===== config.mk =====
export PLATFORM = sky130hd
export DESIGN_NAME = lru_key_value_cache_flat
export DESIGN_NICKNAME = d
export VERILOG_FILES = /design/src/rtl/core/lru_kv_pkg.sv /design/src/rtl/core/lru_kv_if.sv /design/src/rtl/core/lru_kv_store.sv /design/src/rtl/core/lru_kv_scan.sv /design/src/rtl/core/lru_key_value_cache.sv /design/src/flat_wrapper.sv
export SDC_FILE = /design/constraint.sdc
export NUM_CORES = 1
export LEC_CHECK = 0
export ABC_AREA = 1
export BUFFER_PORTS_ARGS = -buffer_cell sky130_fd_sc_hd__buf_2
export CAP_MARGIN = 20
export CORE_UTILIZATION = 55
export DETAILED_ROUTE_END_ITERATION = 7
export GPL_TIMING_DRIVEN = 0
export PLACE_DENSITY = 0.73
export SYNTH_ARGS = -nofsm -noshare
export SYNTH_HDL_FRONTEND = slang
export SYNTH_HIERARCHICAL = 1
export SYNTH_SLANG_ARGS = --single-unit

===== constraint.sdc =====
create_clock -name clk -period 11.5 [get_ports clk]
set_clock_uncertainty 0.1 [all_clocks]
set_input_delay 2.875 -clock clk [delete_from_list [all_inputs] [get_ports clk]]
set_output_delay 2.875 -clock clk [all_outputs]
set_load 0.05 [all_outputs]

===== src/rtl/core/lru_kv_pkg.sv =====
// Package for the LRU key-value cache: sizes, codes and the structs passed
// between the store, the scan unit and the sequencer. No dependencies.
package lru_kv_pkg;

  localparam int ENTRIES = 8;
  localparam int IDX_W   = (ENTRIES > 1) ? $clog2(ENTRIES) : 1;
  localparam int RANK_W  = IDX_W;
  localparam int OCC_W   = $clog2(ENTRIES + 1);
  localparam int CAP_W   = 4;
  localparam int CMP_W   = (OCC_W > CAP_W) ? OCC_W : CAP_W;
  localparam int DATA_W  = 32;

  localparam logic [IDX_W-1:0] IDX_LAST  = IDX_W'(ENTRIES - 1);
  localparam logic [CAP_W-1:0] CAP_RESET = CAP_W'(8);

  typedef enum logic {
    CMD_GET,
    CMD_PUT
  } cmd_t;

  typedef enum logic [1:0] {
    S_IDLE,
    S_SCAN,
    S_WB,
    S_OUT
  } state_t;

  typedef struct packed {
    logic              valid;
    logic [DATA_W-1:0] key;
    logic [DATA_W-1:0] value;
    logic [RANK_W-1:0] rank;
  } entry_t;

  typedef struct packed {
    logic              hit;
    logic [IDX_W-1:0]  hit_idx;
    logic [RANK_W-1:0] hit_rank;
    logic [DATA_W-1:0] hit_value;
    logic              old_found;
    logic [IDX_W-1:0]  old_idx;
    logic [RANK_W-1:0] old_rank;
    logic [DATA_W-1:0] old_key;
    logic              free_found;
    logic [IDX_W-1:0]  free_idx;
  } scan_t;

  typedef struct packed {
    logic              en;
    logic              insert;
    logic              wr_value;
    logic              occ_inc;
    logic [IDX_W-1:0]  slot;
    logic [RANK_W-1:0] old_rank;
    logic [DATA_W-1:0] key;
    logic [DATA_W-1:0] value;
  } wb_t;

  typedef struct packed {
    logic              found;
    logic [DATA_W-1:0] read_value;
    logic              evicted;
    logic [DATA_W-1:0] evicted_key;
  } result_t;

endpackage


===== src/rtl/core/lru_kv_if.sv =====
// Handshake interfaces for the input, result and configuration channels.
// Depends on lru_kv_pkg.
interface lru_kv_in_if;
  logic                                valid;
  logic                                ready;
  logic                                cmd;
  logic signed [lru_kv_pkg::DATA_W-1:0] key;
  logic signed [lru_kv_pkg::DATA_W-1:0] value;
  modport source (output valid, cmd, key, value, input ready);
  modport sink   (input valid, cmd, key, value, output ready);
endinterface

interface lru_kv_out_if;
  logic                                valid;
  logic                                ready;
  logic                                found;
  logic signed [lru_kv_pkg::DATA_W-1:0] read_value;
  logic                                evicted;
  logic signed [lru_kv_pkg::DATA_W-1:0] evicted_key;
  modport source (output valid, found, read_value, evicted, evicted_key, input ready);
  modport sink   (input valid, found, read_value, evicted, evicted_key, output ready);
endinterface

interface lru_kv_cfg_if;
  logic                           valid;
  logic                           ready;
  logic [lru_kv_pkg::CAP_W-1:0]   data;
  modport source (output valid, data, input ready);
  modport sink   (input valid, data, output ready);
endinterface


===== src/rtl/core/lru_kv_store.sv =====
// Entry store: keys, values, ranks, valid bits and occupancy, one read port
// at the scan index and a synchronous write-back port. Depends on lru_kv_pkg.
module lru_kv_store (
  input  logic                            clk,
  input  logic                            rst_n,
  input  logic [lru_kv_pkg::IDX_W-1:0]    rd_idx,
  output lru_kv_pkg::entry_t              rd,
  input  lru_kv_pkg::wb_t                 wb,
  output logic [lru_kv_pkg::OCC_W-1:0]    occ
);

  logic [lru_kv_pkg::DATA_W-1:0] key_r   [lru_kv_pkg::ENTRIES];
  logic [lru_kv_pkg::DATA_W-1:0] value_r [lru_kv_pkg::ENTRIES];
  logic [lru_kv_pkg::RANK_W-1:0] rank_r  [lru_kv_pkg::ENTRIES];
  logic [lru_kv_pkg::ENTRIES-1:0] valid_r;
  logic [lru_kv_pkg::OCC_W-1:0]   occ_r;

  always_ff @(posedge clk) begin
    if (!rst_n) begin
      valid_r <= '0;
      occ_r   <= '0;
    end else if (wb.en) begin
      valid_r[wb.slot] <= 1'b1;
      if (wb.occ_inc) begin
        occ_r <= occ_r + lru_kv_pkg::OCC_W'(1);
      end
    end
  end

  // target slot becomes most recent; younger valid entries age by one, every other valid entry on an insert
  always_ff @(posedge clk) begin
    if (wb.en) begin
      for (int i = 0; i < lru_kv_pkg::ENTRIES; i++) begin
        if (lru_kv_pkg::IDX_W'(i) == wb.slot) begin
          key_r[i]  <= wb.key;
          rank_r[i] <= '0;
          if (wb.wr_value) begin
            value_r[i] <= wb.value;
          end
        end else if (valid_r[i] && (wb.insert || rank_r[i] < wb.old_rank)) begin
          rank_r[i] <= rank_r[i] + lru_kv_pkg::RANK_W'(1);
        end
      end
    end
  end

  always_comb begin
    rd.valid = valid_r[rd_idx];
    rd.key   = key_r[rd_idx];
    rd.value = value_r[rd_idx];
    rd.rank  = rank_r[rd_idx];
  end

  assign occ = occ_r;

endmodule


===== src/rtl/core/lru_kv_scan.sv =====
// Shared scan unit: one entry a cycle, key match, least recent and first
// free slot tracked in registers. Depends on lru_kv_pkg.
module lru_kv_scan (
  input  logic                            clk,
  input  logic                            rst_n,
  input  logic                            clear,
  input  logic                            step,
  input  logic [lru_kv_pkg::IDX_W-1:0]    idx,
  input  logic [lru_kv_pkg::DATA_W-1:0]   key,
  input  lru_kv_pkg::entry_t              rd,
  output lru_kv_pkg::scan_t               res
);

  lru_kv_pkg::scan_t res_r;
  lru_kv_pkg::scan_t res_nxt;

  always_comb begin
    res_nxt = res_r;
    if (clear) begin
      res_nxt.hit        = 1'b0;
      res_nxt.old_found  = 1'b0;
      res_nxt.free_found = 1'b0;
    end else if (step) begin
      if (rd.valid && !res_r.hit && rd.key == key) begin
        res_nxt.hit       = 1'b1;
        res_nxt.hit_idx   = idx;
        res_nxt.hit_rank  = rd.rank;
        res_nxt.hit_value = rd.value;
      end
      // strictly older only: lowest index wins a tie
      if (rd.valid && (!res_r.old_found || rd.rank > res_r.old_rank)) begin
        res_nxt.old_found = 1'b1;
        res_nxt.old_idx   = idx;
        res_nxt.old_rank  = rd.rank;
        res_nxt.old_key   = rd.key;
      end
      if (!rd.valid && !res_r.free_found) begin
        res_nxt.free_found = 1'b1;
        res_nxt.free_idx   = idx;
      end
    end
  end

  // only the flags are reset; the captured fields follow them
  always_ff @(posedge clk) begin
    res_r <= res_nxt;
    if (!rst_n) begin
      res_r.hit        <= 1'b0;
      res_r.old_found  <= 1'b0;
      res_r.free_found <= 1'b0;
    end
  end

  assign res = res_r;

endmodule


===== src/rtl/core/lru_key_value_cache.sv =====
// Top level of the LRU key-value cache: sequencer, capacity register and
// result register. Depends on lru_kv_pkg, lru_kv_if, lru_kv_store, lru_kv_scan.
//
//   channel  dir  word                                   handshake
//   in_ch    in   cmd, key, value                        valid/ready
//   out_ch   out  found, read_value, evicted, evicted_key valid/ready
//   cfg_ch   in   data (capacity_in_use)                 valid/ready, ready tied high
//
// Each word passes through the accept in idle, a scan of every entry in index
// order through the shared key/rank comparator, and a write-back.
// in_ch.ready is high only while the sequencer is idle.
// The result register holds one word; if it is still full at write-back the
// sequencer waits until out_ch takes it.
// Reset clears valid bits, occupancy and the result valid flag, capacity to 8.
module lru_key_value_cache (
  input  logic          clk,
  input  logic          rst_n,
  lru_kv_in_if.sink     in_ch,
  lru_kv_out_if.source  out_ch,
  lru_kv_cfg_if.sink    cfg_ch
);

  lru_kv_pkg::state_t state_r;
  lru_kv_pkg::state_t state_nxt;

  logic [lru_kv_pkg::IDX_W-1:0]  idx_r;
  logic [lru_kv_pkg::IDX_W-1:0]  idx_nxt;
  logic [lru_kv_pkg::CAP_W-1:0]  cap_r;
  logic                          cmd_r;
  logic [lru_kv_pkg::DATA_W-1:0] key_r;
  logic [lru_kv_pkg::DATA_W-1:0] value_r;
  lru_kv_pkg::result_t           res_r;
  lru_kv_pkg::result_t           res_nxt;
  lru_kv_pkg::result_t           out_r;
  lru_kv_pkg::result_t           out_nxt;
  logic                          out_valid_r;
  logic                          out_valid_nxt;

  logic                          take_in;
  logic                          scan_clear;
  logic                          scan_step;
  lru_kv_pkg::entry_t            rd;
  lru_kv_pkg::scan_t             scan;
  lru_kv_pkg::wb_t               wb;
  lru_kv_pkg::wb_t               wb_dec;
  lru_kv_pkg::result_t           res_dec;
  logic [lru_kv_pkg::OCC_W-1:0]  occ;
  logic [lru_kv_pkg::CMP_W-1:0]  cap_ext;
  logic [lru_kv_pkg::CMP_W-1:0]  cap_sat;
  logic [lru_kv_pkg::CMP_W-1:0]  occ_ext;

  lru_kv_store u_store (
    .clk    (clk),
    .rst_n  (rst_n),
    .rd_idx (idx_r),
    .rd     (rd),
    .wb     (wb),
    .occ    (occ)
  );

  lru_kv_scan u_scan (
    .clk   (clk),
    .rst_n (rst_n),
    .clear (scan_clear),
    .step  (scan_step),
    .idx   (idx_r),
    .key   (key_r),
    .rd    (rd),
    .res   (scan)
  );

  assign cfg_ch.ready = 1'b1;

  always_ff @(posedge clk) begin
    if (!rst_n) begin
      cap_r <= lru_kv_pkg::CAP_RESET;
    end else if (cfg_ch.valid) begin
      cap_r <= cfg_ch.data;
    end
  end

  always_comb begin
    cap_ext = lru_kv_pkg::CMP_W'(cap_r);
    occ_ext = lru_kv_pkg::CMP_W'(occ);
    priority if (cap_ext == '0) begin
      cap_sat = lru_kv_pkg::CMP_W'(1);
    end else if (cap_ext > lru_kv_pkg::CMP_W'(lru_kv_pkg::ENTRIES)) begin
      cap_sat = lru_kv_pkg::CMP_W'(lru_kv_pkg::ENTRIES);
    end else begin
      cap_sat = cap_ext;
    end
  end

  always_comb begin
    wb_dec          = '0;
    res_dec         = '0;
    wb_dec.key      = key_r;
    wb_dec.value    = value_r;
    wb_dec.wr_value = (cmd_r == lru_kv_pkg::CMD_PUT);
    if (scan.hit) begin
      wb_dec.en       = 1'b1;
      wb_dec.slot     = scan.hit_idx;
      wb_dec.old_rank = scan.hit_rank;
      res_dec.found   = 1'b1;
      if (cmd_r == lru_kv_pkg::CMD_GET) begin
        res_dec.read_value = scan.hit_value;
      end
    end else if (cmd_r == lru_kv_pkg::CMD_PUT) begin
      wb_dec.en     = 1'b1;
      wb_dec.insert = 1'b1;
      priority if (occ_ext < cap_sat && scan.free_found) begin
        wb_dec.slot    = scan.free_idx;
        wb_dec.occ_inc = 1'b1;
      end else if (scan.old_found) begin
        wb_dec.slot         = scan.old_idx;
        res_dec.evicted     = 1'b1;
        res_dec.evicted_key = scan.old_key;
      end else begin
        wb_dec.slot    = scan.free_idx;
        wb_dec.occ_inc = 1'b1;
      end
    end
  end

  always_ff @(posedge clk) begin
    if (!rst_n) begin
      state_r     <= lru_kv_pkg::S_IDLE;
      out_valid_r <= 1'b0;
    end else begin
      state_r     <= state_nxt;
      out_valid_r <= out_valid_nxt;
    end
  end

  always_ff @(posedge clk) begin
    idx_r <= idx_nxt;
    res_r <= res_nxt;
    out_r <= out_nxt;
    if (take_in) begin
      cmd_r   <= in_ch.cmd;
      key_r   <= in_ch.key;
      value_r <= in_ch.value;
    end
  end

  always_comb begin
    state_nxt     = state_r;
    idx_nxt       = idx_r;
    res_nxt       = res_r;
    out_nxt       = out_r;
    out_valid_nxt = out_valid_r;
    take_in       = 1'b0;
    scan_clear    = 1'b0;
    scan_step     = 1'b0;
    wb            = wb_dec;
    wb.en         = 1'b0;
    if (out_valid_r && out_ch.ready) begin
      out_valid_nxt = 1'b0;
    end
    unique case (state_r)
      lru_kv_pkg::S_IDLE: begin
        if (in_ch.valid) begin
          take_in    = 1'b1;
          scan_clear = 1'b1;
          idx_nxt    = '0;
          state_nxt  = lru_kv_pkg::S_SCAN;
        end
      end
      lru_kv_pkg::S_SCAN: begin
        scan_step = 1'b1;
        if (idx_r == lru_kv_pkg::IDX_LAST) begin
          state_nxt = lru_kv_pkg::S_WB;
        end else begin
          idx_nxt = idx_r + lru_kv_pkg::IDX_W'(1);
        end
      end
      lru_kv_pkg::S_WB: begin
        wb.en   = wb_dec.en;
        res_nxt = res_dec;
        if (!out_valid_r || out_ch.ready) begin
          out_nxt       = res_dec;
          out_valid_nxt = 1'b1;
          state_nxt     = lru_kv_pkg::S_IDLE;
        end else begin
          state_nxt = lru_kv_pkg::S_OUT;
        end
      end
      lru_kv_pkg::S_OUT: begin
        if (!out_valid_r || out_ch.ready) begin
          out_nxt       = res_r;
          out_valid_nxt = 1'b1;
          state_nxt     = lru_kv_pkg::S_IDLE;
        end
      end
    endcase
  end

  assign in_ch.ready        = (state_r == lru_kv_pkg::S_IDLE);
  assign out_ch.valid       = out_valid_r;
  assign out_ch.found       = out_r.found;
  assign out_ch.read_value  = out_r.read_value;
  assign out_ch.evicted     = out_r.evicted;
  assign out_ch.evicted_key = out_r.evicted_key;

endmodule


===== src/flat_wrapper.sv =====
// flat-port wrapper written by rule: the top's interface ports become plain ports
module lru_key_value_cache_flat 
  (clk, rst_n, in_ch_valid, in_ch_cmd, in_ch_key, in_ch_value, in_ch_ready, out_ch_valid, out_ch_found, out_ch_read_value, out_ch_evicted, out_ch_evicted_key, out_ch_ready, cfg_ch_valid, cfg_ch_data, cfg_ch_ready);
  lru_kv_in_if in_ch_i ();
  lru_kv_out_if out_ch_i ();
  lru_kv_cfg_if cfg_ch_i ();
  input  logic clk;
  input  logic rst_n;
  input wire logic [$bits(in_ch_i.valid)-1:0] in_ch_valid;
  input wire logic [$bits(in_ch_i.cmd)-1:0] in_ch_cmd;
  input wire logic [$bits(in_ch_i.key)-1:0] in_ch_key;
  input wire logic [$bits(in_ch_i.value)-1:0] in_ch_value;
  output wire logic [$bits(in_ch_i.ready)-1:0] in_ch_ready;
  output wire logic [$bits(out_ch_i.valid)-1:0] out_ch_valid;
  output wire logic [$bits(out_ch_i.found)-1:0] out_ch_found;
  output wire logic [$bits(out_ch_i.read_value)-1:0] out_ch_read_value;
  output wire logic [$bits(out_ch_i.evicted)-1:0] out_ch_evicted;
  output wire logic [$bits(out_ch_i.evicted_key)-1:0] out_ch_evicted_key;
  input wire logic [$bits(out_ch_i.ready)-1:0] out_ch_ready;
  input wire logic [$bits(cfg_ch_i.valid)-1:0] cfg_ch_valid;
  input wire logic [$bits(cfg_ch_i.data)-1:0] cfg_ch_data;
  output wire logic [$bits(cfg_ch_i.ready)-1:0] cfg_ch_ready;
  assign in_ch_i.valid = in_ch_valid;
  assign in_ch_i.cmd = in_ch_cmd;
  assign in_ch_i.key = in_ch_key;
  assign in_ch_i.value = in_ch_value;
  assign in_ch_ready = in_ch_i.ready;
  assign out_ch_valid = out_ch_i.valid;
  assign out_ch_found = out_ch_i.found;
  assign out_ch_read_value = out_ch_i.read_value;
  assign out_ch_evicted = out_ch_i.evicted;
  assign out_ch_evicted_key = out_ch_i.evicted_key;
  assign out_ch_i.ready = out_ch_ready;
  assign cfg_ch_i.valid = cfg_ch_valid;
  assign cfg_ch_i.data = cfg_ch_data;
  assign cfg_ch_ready = cfg_ch_i.ready;
  lru_key_value_cache u_core (.clk(clk), .rst_n(rst_n), .in_ch(in_ch_i), .out_ch(out_ch_i), .cfg_ch(cfg_ch_i));
endmodule

==> run_summary.xml, run 1 <==
<?xml version="1.0" encoding="UTF-8"?>
<metrics>
  <group name="cells_and_area">
    <metric name="syn2layout_area_growth" unit="%">13.2</metric>
    <metric name="num-nets-final" unit="">3767</metric>
    <metric name="finish.utilization" unit="%">63.2</metric>
    <metric name="diodes" unit="">0</metric>
    <metric name="layout_cell_share_with_drive_strength_beyond_1" unit="%">12.8</metric>
  </group>
  <group name="route">
    <metric name="wire_per_inst" unit="microns">17.9</metric>
    <metric name="vias" unit="">23276</metric>
    <metric name="dr.pass1.iters" unit="">6</metric>
    <metric name="drcViolationCount" unit="">0</metric>
    <metric name="drt-total-wl" unit="mm">81.8</metric>
    <metric name="drt-vias-per-instance" unit="">5.08</metric>
    <metric name="ant_nets" unit="">0</metric>
    <metric name="drt_first_iter_violations" unit="">2524</metric>
  </group>
  <group name="worst_setup_path">
    <metric name="r2r_start" unit="">u_core/idx_r[1]</metric>
    <metric name="worstReg2RegEnd" unit="">u_core/u_scan/res[15]</metric>
    <metric name="rr_worst_depth" unit="">14</metric>
    <metric name="crit_path_end_kind" unit="">flop</metric>
    <metric name="crit_path_max_fanout" unit="">14</metric>
    <metric name="timing_worst_setup_path_type" unit="">reg2reg</metric>
    <metric name="worst-endpoint-arrival" unit="ns">4.74</metric>
    <metric name="cp-start-kind" unit="">flop</metric>
    <metric name="worst-endpoint-required" unit="ns">11.72</metric>
    <metric name="ff2ff_setup_slack" unit="ns">6.99</metric>
  </group>
  <group name="clock_network">
    <metric name="clk_pin_slew" unit="ns">0.06</metric>
    <metric name="clock_tree.buffer_depth" unit="">3</metric>
    <metric name="clock_sink_count" unit="">837</metric>
    <metric name="cts_buffers" unit="">83</metric>
    <metric name="buffer_cell_driving_the_clock_tree_root" unit="">clkbuf_16</metric>
    <metric name="clkLatencyLatePin" unit="ns">0.63</metric>
    <metric name="clock_tree.htree_level_count" unit="">3</metric>
    <metric name="cts_tree" unit="">yes</metric>
    <metric name="ctsHoldBuffers" unit="">0</metric>
    <metric name="post_cts.resized_instances" unit="">0</metric>
    <metric name="setup_fix_bufs_post_cts" unit="">0</metric>
  </group>
  <group name="synth">
    <metric name="ffs_w_async_s_r_synth" unit="%">0</metric>
    <metric name="yosys_warnings" unit="">6</metric>
    <metric name="synth_edf_count" unit="">815</metric>
    <metric name="ys_seq_elements" unit="">837</metric>
    <metric name="synth.yosys.seq_area_share" unit="%">68.8</metric>
    <metric name="synthDominantCellAreaShare" unit="%">67.6</metric>
    <metric name="synth_fp_nets" unit="">3524</metric>
    <metric name="yosysTopAreaCell" unit="">edfxtp_1</metric>
    <metric name="synth_area_leaders" unit="">edfxtp_1 (68%), nand2_1 (13%), inv_1 (6.0%)</metric>
    <metric name="synthDistinctLibCells" unit="">38</metric>
    <metric name="synth_top_flop_cell" unit="">edfxtp_1</metric>
    <metric name="synth.avg_cell_area" unit="sq um">10.6</metric>
    <metric name="netlist_area" unit="sq mm">0.0362</metric>
    <metric name="synth_cells" unit="">3417</metric>
  </group>
  <group name="power">
    <metric name="power_density" unit="mW/mm^2">172</metric>
    <metric name="power_switching_share" unit="%">26.4</metric>
    <metric name="max-vdd-ir-drop" unit="mV">0.0875</metric>
    <metric name="p_switching" unit="mW">1.86</metric>
    <metric name="share_of_power_burned_in_registers" unit="%">49.7</metric>
    <metric name="combinationalPowerShare" unit="%">13.7</metric>
    <metric name="clockPowerShare" unit="%">36.6</metric>
    <metric name="total_leakage_power" unit="nW">18.2</metric>
    <metric name="power.internal" unit="mW">5.19</metric>
  </group>
  <group name="timing">
    <metric name="timing.final.crit_share" unit="%">39.2</metric>
    <metric name="tightestPinTransition" unit="ns">0.992</metric>
    <metric name="unrepaired_setup_endpoints_after_global_routing" unit="">no</metric>
    <metric name="max_clock_freq" unit="MHz">222</metric>
    <metric name="report.final.hold_viol_count" unit="">0</metric>
    <metric name="fin_crit" unit="ns">4.51</metric>
    <metric name="hold_slack" unit="ns">0.371</metric>
    <metric name="timing.final.setup_violations" unit="">0</metric>
    <metric name="timing.max_slew.rel_slack" unit="%">33.7</metric>
    <metric name="final-max-slew-violation-count" unit="">0</metric>
  </group>
  <group name="run">
    <metric name="cap_violations" unit="">0</metric>
  </group>
  <group name="grt">
    <metric name="total_grt_overflow" unit="">0</metric>
    <metric name="number_of_antenna_violations_at_the_first_check_in_global_routing" unit="">2</metric>
    <metric name="grt_util_all_layers" unit="%">24.7</metric>
    <metric name="grt_max_degree" unit="">36</metric>
    <metric name="grt_pass1_vias" unit="">22062</metric>
    <metric name="grt_pass1_wl" unit="mm">124</metric>
  </group>
  <group name="floorplanning">
    <metric name="start_util" unit="%">55.9</metric>
    <metric name="design.core.area" unit="sq mm">0.0648</metric>
    <metric name="design.die.area" unit="sq mm">0.0669</metric>
    <metric name="die_h" unit="microns">259</metric>
    <metric name="pin_count" unit="">143</metric>
    <metric name="die-width" unit="microns">259</metric>
    <metric name="row_count" unit="">93</metric>
  </group>
  <group name="hold_path">
    <metric name="holdCritPathClass" unit="">reg2reg</metric>
    <metric name="hold_path_depth" unit="">2</metric>
    <metric name="hold_path_start" unit="">u_core/cap_ext[0]</metric>
    <metric name="worst_hold_path.endpoint" unit="">u_core/cap_ext[0]</metric>
  </group>
  <group name="outcome">
    <metric name="status" unit="">finished, final reports clean</metric>
  </group>
  <group name="placement">
    <metric name="place.gp.congestion" unit="">0.906</metric>
    <metric name="hpwlAfterDp" unit="mm">54.1</metric>
    <metric name="io_buffers" unit="">141</metric>
  </group>
</metrics>
Yosys cell counts, types with 2 or more instances:
cell and instances:
inv_1 580, dfxtp_1 22, edfxtp_1 815, nand4_1 11
nand4_2 24, buf_6 10, clkbuf_8 2, nor2_2 6
o21bai_1 6, buf_4 18, or2_1 2, buf_1 18
nand2_1 1300, o21bai_2 27, nor2_1 138, clkbuf_1 22
a21oi_1 24, inv_2 6, nor3_1 9, buf_12 3
nand3_2 2, o21ai_0 9, ha_1 33, xor2_1 3
nand3_1 220, nand2_2 4, xnor2_1 17, buf_2 70
nand4_4 3, o21ai_1 5
cell type report:
type | count | area, sq um
clock buffer | 100 | 2230
fill | 4834 | 23800
buffer | 143 | 836
multi-input combinational | 1850 | 8360
clock inverter | 48 | 360
inverter | 587 | 2200
tap | 855 | 1070
sequential | 837 | 24900
timing repair buffer | 158 | 1020
through the flow:
step	worst slack, ns	area, sq um	std cells	TNS [ns]	power [mW]
floorplan	2.65	36200	3417	0	4.16
global placement	-3.64	38000	4413	-229.19	4.49
detailed placement	6.49	38400	4430	0	4.51
CTS	6.96	41000	4578	0	7.07
global route	6.83	41000	4578	0	7.29
finish	6.99	41000	4578	0	7.05
critical path, stage by stage, from the launching register on:
cell and delay, ns:
edfxtp_1 0.51, inv_2 0.32, buf_4 0.32, clkbuf_1 0.67, nand2_1 0.21, nand2_1 0.12
nand2_1 0.07, nand2_1 0.15, ha_1 0.17, nand2_1 0.05, o21ai_0 0.14, a21oi_1 0.09
nor3_2 0.74, buf_6 0.27, buf_4 0.24
per-layer routing:
metal / wire [microns] / share of wire [%] / vias to the layer above / GRT usage (%)
li1: - / - / 11366 / -
met1: 33600 / 41 / 10743 / 34.0
met2: 37500 / 46 / 1042 / 39.1
met3: 8940 / 11 / 125 / 5.58
met4: 1760 / 2.2 / 0 / 7.71
met5: 0 / 0 / - / 0
worst max path at each step:
| stage | startpoint | end | cells past startpoint |
|---|---|---|---|
| after floorplan | in_ch_valid | u_core/u_scan/res[10] | 3 |
| after detailed placement | in_ch_valid | u_core/u_scan/res[24] | 6 |
| after global routing | u_core/idx_r[1] | u_core/u_scan/res[52] | 17 |
| after CTS | u_core/state_r[0] | in_ch_ready | 2 |
| final | u_core/idx_r[1] | u_core/u_scan/res[15] | 14 |
| after global placement | in_ch_valid | u_core/u_scan/res[74] | 4 |
cell families after synthesis:
family                   Yosys count  synth area share (%)
flip-flops                       837                  68.8
buffers and inverters            730                  8.39
AND/OR/NAND/NOR                 1723                  19.6
XOR/XNOR                          20                 0.484
AO/OA/AOI/OAI                     73                  1.53
adder cells (fa/ha/maj)           33                  1.14
other                              1                0.0104
power by group through the flow:
stage	Sequential (mW)	Combinational (mW)	Clock [mW]
floorplan	3.59	0.573	0
CTS	3.51	0.945	2.62
detailed placement	3.57	0.937	0
global placement	3.58	0.914	0
finish	3.51	0.964	2.58
global route	3.52	1.04	2.73
flip-flops by register name, summed over array words and instances (netlist names), 3 cells and up:
| register | count |
|---|---|
| u_core/cap_ext | 4 |
| u_core/out_ch.read_value | 32 |
| u_core/out_ch.evicted_key | 32 |
| u_core/u_store/occ | 4 |
| u_core/u_store/key_r | 256 |
| u_core/u_store/valid_r | 8 |
| u_core/res_r | 66 |
| u_core/idx_r | 3 |
| u_core/value_r | 32 |
| u_core/u_store/rank_r | 24 |
| u_core/u_store/value_r | 256 |
| u_core/key_r | 32 |
| u_core/u_scan/res | 82 |
layout by cell type (no fill, tap or decap), types with 3 or more instances in the layout:
| master | count |
|---|---|
| buf_12 | 12 |
| buf_6 | 13 |
| clkinv_2 | 20 |
| nand3_1 | 220 |
| nand4_1 | 11 |
| edfxtp_1 | 815 |
| nand4_2 | 24 |
| clkinv_1 | 18 |
| dfxtp_1 | 22 |
| nor2_4 | 12 |
| nand4_4 | 3 |
| bufinv_16 | 5 |
| nor3_1 | 7 |
| o21ai_0 | 9 |
| o21bai_1 | 6 |
| xor2_1 | 3 |
| nor2_1 | 127 |
| nand2_1 | 1300 |
| xnor2_1 | 17 |
| buf_2 | 211 |
| clkbuf_1 | 35 |
| buf_4 | 20 |
| ha_1 | 33 |
| nand2_2 | 4 |
| buf_16 | 3 |
| inv_1 | 572 |
| nor2_2 | 6 |
| clkbuf_16 | 87 |
| inv_2 | 14 |
| a21oi_1 | 24 |
| clkinvlp_4 | 5 |
| o21ai_1 | 5 |
| o21bai_2 | 27 |
| buf_1 | 18 |
Note: power is estimated with default switching activity, not from simulation.
==> inputs of run 2 (changes only) <==
--- a/config.mk
+++ b/config.mk
@@ -11,7 +11,7 @@
 export CORE_UTILIZATION = 55
 export DETAILED_ROUTE_END_ITERATION = 7
 export GPL_TIMING_DRIVEN = 0
-export PLACE_DENSITY = 0.73
+export PLACE_DENSITY = 0.76
 export SYNTH_ARGS = -nofsm -noshare
 export SYNTH_HDL_FRONTEND = slang
 export SYNTH_HIERARCHICAL = 1
==> constraint.sdc (replaced) <==
create_clock -name clk -period 4.1 [get_ports clk]
set_clock_uncertainty 0.1 [all_clocks]
set_input_delay 1.025 -clock clk [delete_from_list [all_inputs] [get_ports clk]]
set_output_delay 1.025 -clock clk [all_outputs]
set_load 0.05 [all_outputs]
==> run 2 against run 1 <==
Against the previous run: cell count is essentially flat; critical endpoint is now u_core/u_scan/res[64]; clock power grew to 2.9 times the previous value; first-iteration DRC count grew 14%; via count grew 1.9%; combinational power grew to 2.8 times the previous value.
==> run_summary.xml, run 2 (synthesis gave the netlist of run 1 again) <==
<?xml version="1.0" encoding="UTF-8"?>
<metrics>
  <group name="worst_setup_path">
    <metric name="rr_worst_depth" unit="">15</metric>
    <metric name="crit_path_end_kind" unit="">flop</metric>
    <metric name="path_common_cell" unit="">nand2_1</metric>
    <metric name="worst-endpoint-arrival" unit="ns">4.09</metric>
    <metric name="worst_path_max_delay_cell" unit="">clkbuf_1</metric>
    <metric name="worstReg2RegEnd" unit="">u_core/u_scan/res[64]</metric>
    <metric name="cp_slowest_stage_delay" unit="ns">0.55</metric>
    <metric name="timing_worst_setup_path_type" unit="">reg2reg</metric>
    <metric name="ff2ff_setup_slack" unit="ns">0.23</metric>
    <metric name="r2r_start" unit="">u_core/idx_r[2]</metric>
    <metric name="cp-start-kind" unit="">flop</metric>
    <metric name="worst-endpoint-required" unit="ns">4.32</metric>
    <metric name="cp_cell_sequence" unit="">buf_2 &gt; inv_2 &gt; clkbuf_1 &gt; buf_2 &gt; nand2_1 &gt; nand2_1 &gt; inv_1 &gt; nand2_1 &gt; nand2_1 &gt; nor2_1 &gt; nand2_1 &gt; nor2_2 &gt; nand3_2 &gt; nor3_4 &gt; buf_16</metric>
    <metric name="crit_path_max_fanout" unit="">21</metric>
  </group>
  <group name="clock_network">
    <metric name="cts_buffers" unit="">82</metric>
    <metric name="cts_tree" unit="">yes</metric>
    <metric name="ctsHoldBuffers" unit="">0</metric>
    <metric name="post_cts.resized_instances" unit="">0</metric>
    <metric name="buffer_cell_driving_the_clock_tree_root" unit="">clkbuf_16</metric>
    <metric name="clock_sink_count" unit="">837</metric>
    <metric name="clock_tree.htree_level_count" unit="">3</metric>
    <metric name="clkLatencyLatePin" unit="ns">0.63</metric>
    <metric name="clock_tree.buffer_depth" unit="">3</metric>
    <metric name="setup_fix_bufs_post_cts" unit="">0</metric>
    <metric name="clk_pin_slew" unit="ns">0.06</metric>
  </group>
  <group name="cells_and_area">
    <metric name="fillers" unit="">4749</metric>
    <metric name="syn2layout_area_growth" unit="%">13.5</metric>
    <metric name="multiInputGateArea" unit="sq mm">0.00837</metric>
    <metric name="layout_cell_share_with_drive_strength_beyond_1" unit="%">12.6</metric>
    <metric name="finish.utilization" unit="%">63.4</metric>
    <metric name="post-route-cell-area" unit="sq mm">0.0411</metric>
    <metric name="num-nets-final" unit="">3765</metric>
    <metric name="most_frequent_standard_cell_in_the_layout_excluding_fill_and_tap_cells" unit="">nand2_1</metric>
    <metric name="diodes" unit="">0</metric>
    <metric name="final_cell_mix" unit="">nand2_1 (1300), edfxtp_1 (815), inv_1 (572)</metric>
    <metric name="final_cell_count_no_fill" unit="">4576</metric>
    <metric name="ff_latch_area" unit="sq mm">0.0249</metric>
  </group>
  <group name="timing">
    <metric name="tightestPinTransition" unit="ns">0.972</metric>
    <metric name="hold_slack" unit="ns">0.370</metric>
    <metric name="setup_ws" unit="ns">0.230</metric>
    <metric name="timing.final.setup_violations" unit="">0</metric>
    <metric name="timing.max_slew.rel_slack" unit="%">35.0</metric>
    <metric name="unrepaired_setup_endpoints_after_global_routing" unit="">no</metric>
    <metric name="fin_crit" unit="ns">3.87</metric>
    <metric name="max_clock_freq" unit="MHz">258</metric>
    <metric name="final-max-slew-violation-count" unit="">0</metric>
    <metric name="report.final.hold_viol_count" unit="">0</metric>
    <metric name="finalSetupTns" unit="ns">0</metric>
    <metric name="timing.final.crit_share" unit="%">94.4</metric>
  </group>
  <group name="placement">
    <metric name="placed_cells" unit="">4429</metric>
    <metric name="detailed_place.area" unit="sq mm">0.0385</metric>
    <metric name="io_buffers" unit="">141</metric>
    <metric name="dp_worst_setup_slack" unit="ns">0.347</metric>
    <metric name="hpwlAfterDp" unit="mm">54.5</metric>
    <metric name="place.gp.congestion" unit="">0.899</metric>
  </group>
  <group name="power">
    <metric name="post-layout-total-power" unit="mW">19.9</metric>
    <metric name="total_leakage_power" unit="nW">18.3</metric>
    <metric name="share_of_power_burned_in_registers" unit="%">49.3</metric>
    <metric name="power_density" unit="mW/mm^2">485</metric>
    <metric name="power_switching_share" unit="%">26.0</metric>
    <metric name="combinationalPowerShare" unit="%">13.6</metric>
    <metric name="power.internal" unit="mW">14.8</metric>
    <metric name="clockPowerShare" unit="%">37.0</metric>
    <metric name="p_switching" unit="mW">5.19</metric>
    <metric name="max-vdd-ir-drop" unit="mV">0.307</metric>
  </group>
  <group name="route">
    <metric name="drt_first_iter_violations" unit="">2882</metric>
    <metric name="ant_nets" unit="">0</metric>
    <metric name="drt-total-wl" unit="mm">82.7</metric>
    <metric name="dr.pass1.iters" unit="">8</metric>
    <metric name="drcViolationCount" unit="">0</metric>
    <metric name="wire_per_inst" unit="microns">18.1</metric>
    <metric name="drt-vias-per-instance" unit="">5.18</metric>
    <metric name="vias" unit="">23720</metric>
  </group>
  <group name="grt">
    <metric name="grt_pass1_vias" unit="">22783</metric>
    <metric name="number_of_antenna_violations_at_the_first_check_in_global_routing" unit="">0</metric>
    <metric name="grt_max_degree" unit="">36</metric>
    <metric name="total_grt_overflow" unit="">0</metric>
    <metric name="grt_pass1_wl" unit="mm">126</metric>
    <metric name="grt_util_all_layers" unit="%">25.0</metric>
  </group>
  <group name="floorplanning">
    <metric name="design.core.area" unit="sq mm">0.0648</metric>
    <metric name="start_util" unit="%">55.9</metric>
    <metric name="die-width" unit="microns">259</metric>
    <metric name="die_h" unit="microns">259</metric>
    <metric name="row_count" unit="">93</metric>
    <metric name="pin_count" unit="">143</metric>
    <metric name="design.die.area" unit="sq mm">0.0669</metric>
  </group>
  <group name="hold_path">
    <metric name="worst_hold_path.endpoint" unit="">u_core/u_store/valid_r[2]</metric>
    <metric name="hold_path_start" unit="">u_core/u_store/valid_r[2]</metric>
    <metric name="holdCritPathClass" unit="">reg2reg</metric>
    <metric name="hold_path_depth" unit="">2</metric>
  </group>
  <group name="outcome">
    <metric name="status" unit="">finished, final reports clean</metric>
  </group>
  <group name="run">
    <metric name="cap_violations" unit="">0</metric>
  </group>
</metrics>
[run 2: cell types whose count changed in the layout (fill, tap and decap cells not counted), moves of 3 or more]
cell / delta
buf_16: +3
buf_6: -3
bufinv_16: +3
clkbuf_1: +4
clkinv_1: +3
clkinv_2: -9
clkinvlp_4: -4
[run 2: power groups by stage]
stage / Clock [mW] / Combinational [mW] / Sequential (mW)
after global routing: 7.83 / 2.93 / 9.86
after CTS: 7.50 / 2.65 / 9.84
after detailed placement: 0 / 2.62 / 10.0
final: 7.39 / 2.72 / 9.84
after floorplan: 0 / 1.61 / 10.1
after global placement: 0 / 2.53 / 10.0
[run 2: cell type report]
type / instances / area share (%)
clock inverter: 43 / 0.983
multi-input combinational: 1850 / 20.4
sequential: 837 / 60.6
inverter: 587 / 5.36
clock buffer: 104 / 5.45
timing repair buffer: 157 / 2.59
tap: 855 / 2.60
buffer: 143 / 2.03
[run 2: critical path, delay by kind of cell (launching register included)]
family        cells  cell delay (ns)
simple gates      9             1.28
flops             1             0.46
buf+inv           6             1.69
[run 2: worst max path at each step]
stage,startpoint,endpoint,depth (start not counted)
finish,u_core/idx_r[2],u_core/u_scan/res[64],15
floorplan,u_core/state_r[1],u_core/u_store/value_r[2][0],7
CTS,u_core/idx_r[2],u_core/u_scan/res[60],15
detailed placement,u_core/idx_r[0],u_core/u_scan/res[21],15
global placement,u_core/state_r[1],u_core/u_store/value_r[5][14],7
global route,u_core/idx_r[2],u_core/u_scan/res[62],15
[run 2: layer usage]
metal | global-route usage, % | share of wire (%) | vias to the layer above
met5 | 0 | 0 | -
met4 | 9.71 | 3.3 | 0
met3 | 4.34 | 11 | 194
met2 | 39.5 | 46 | 1223
met1 | 34.9 | 40 | 10940
li1 | - | - | 11363
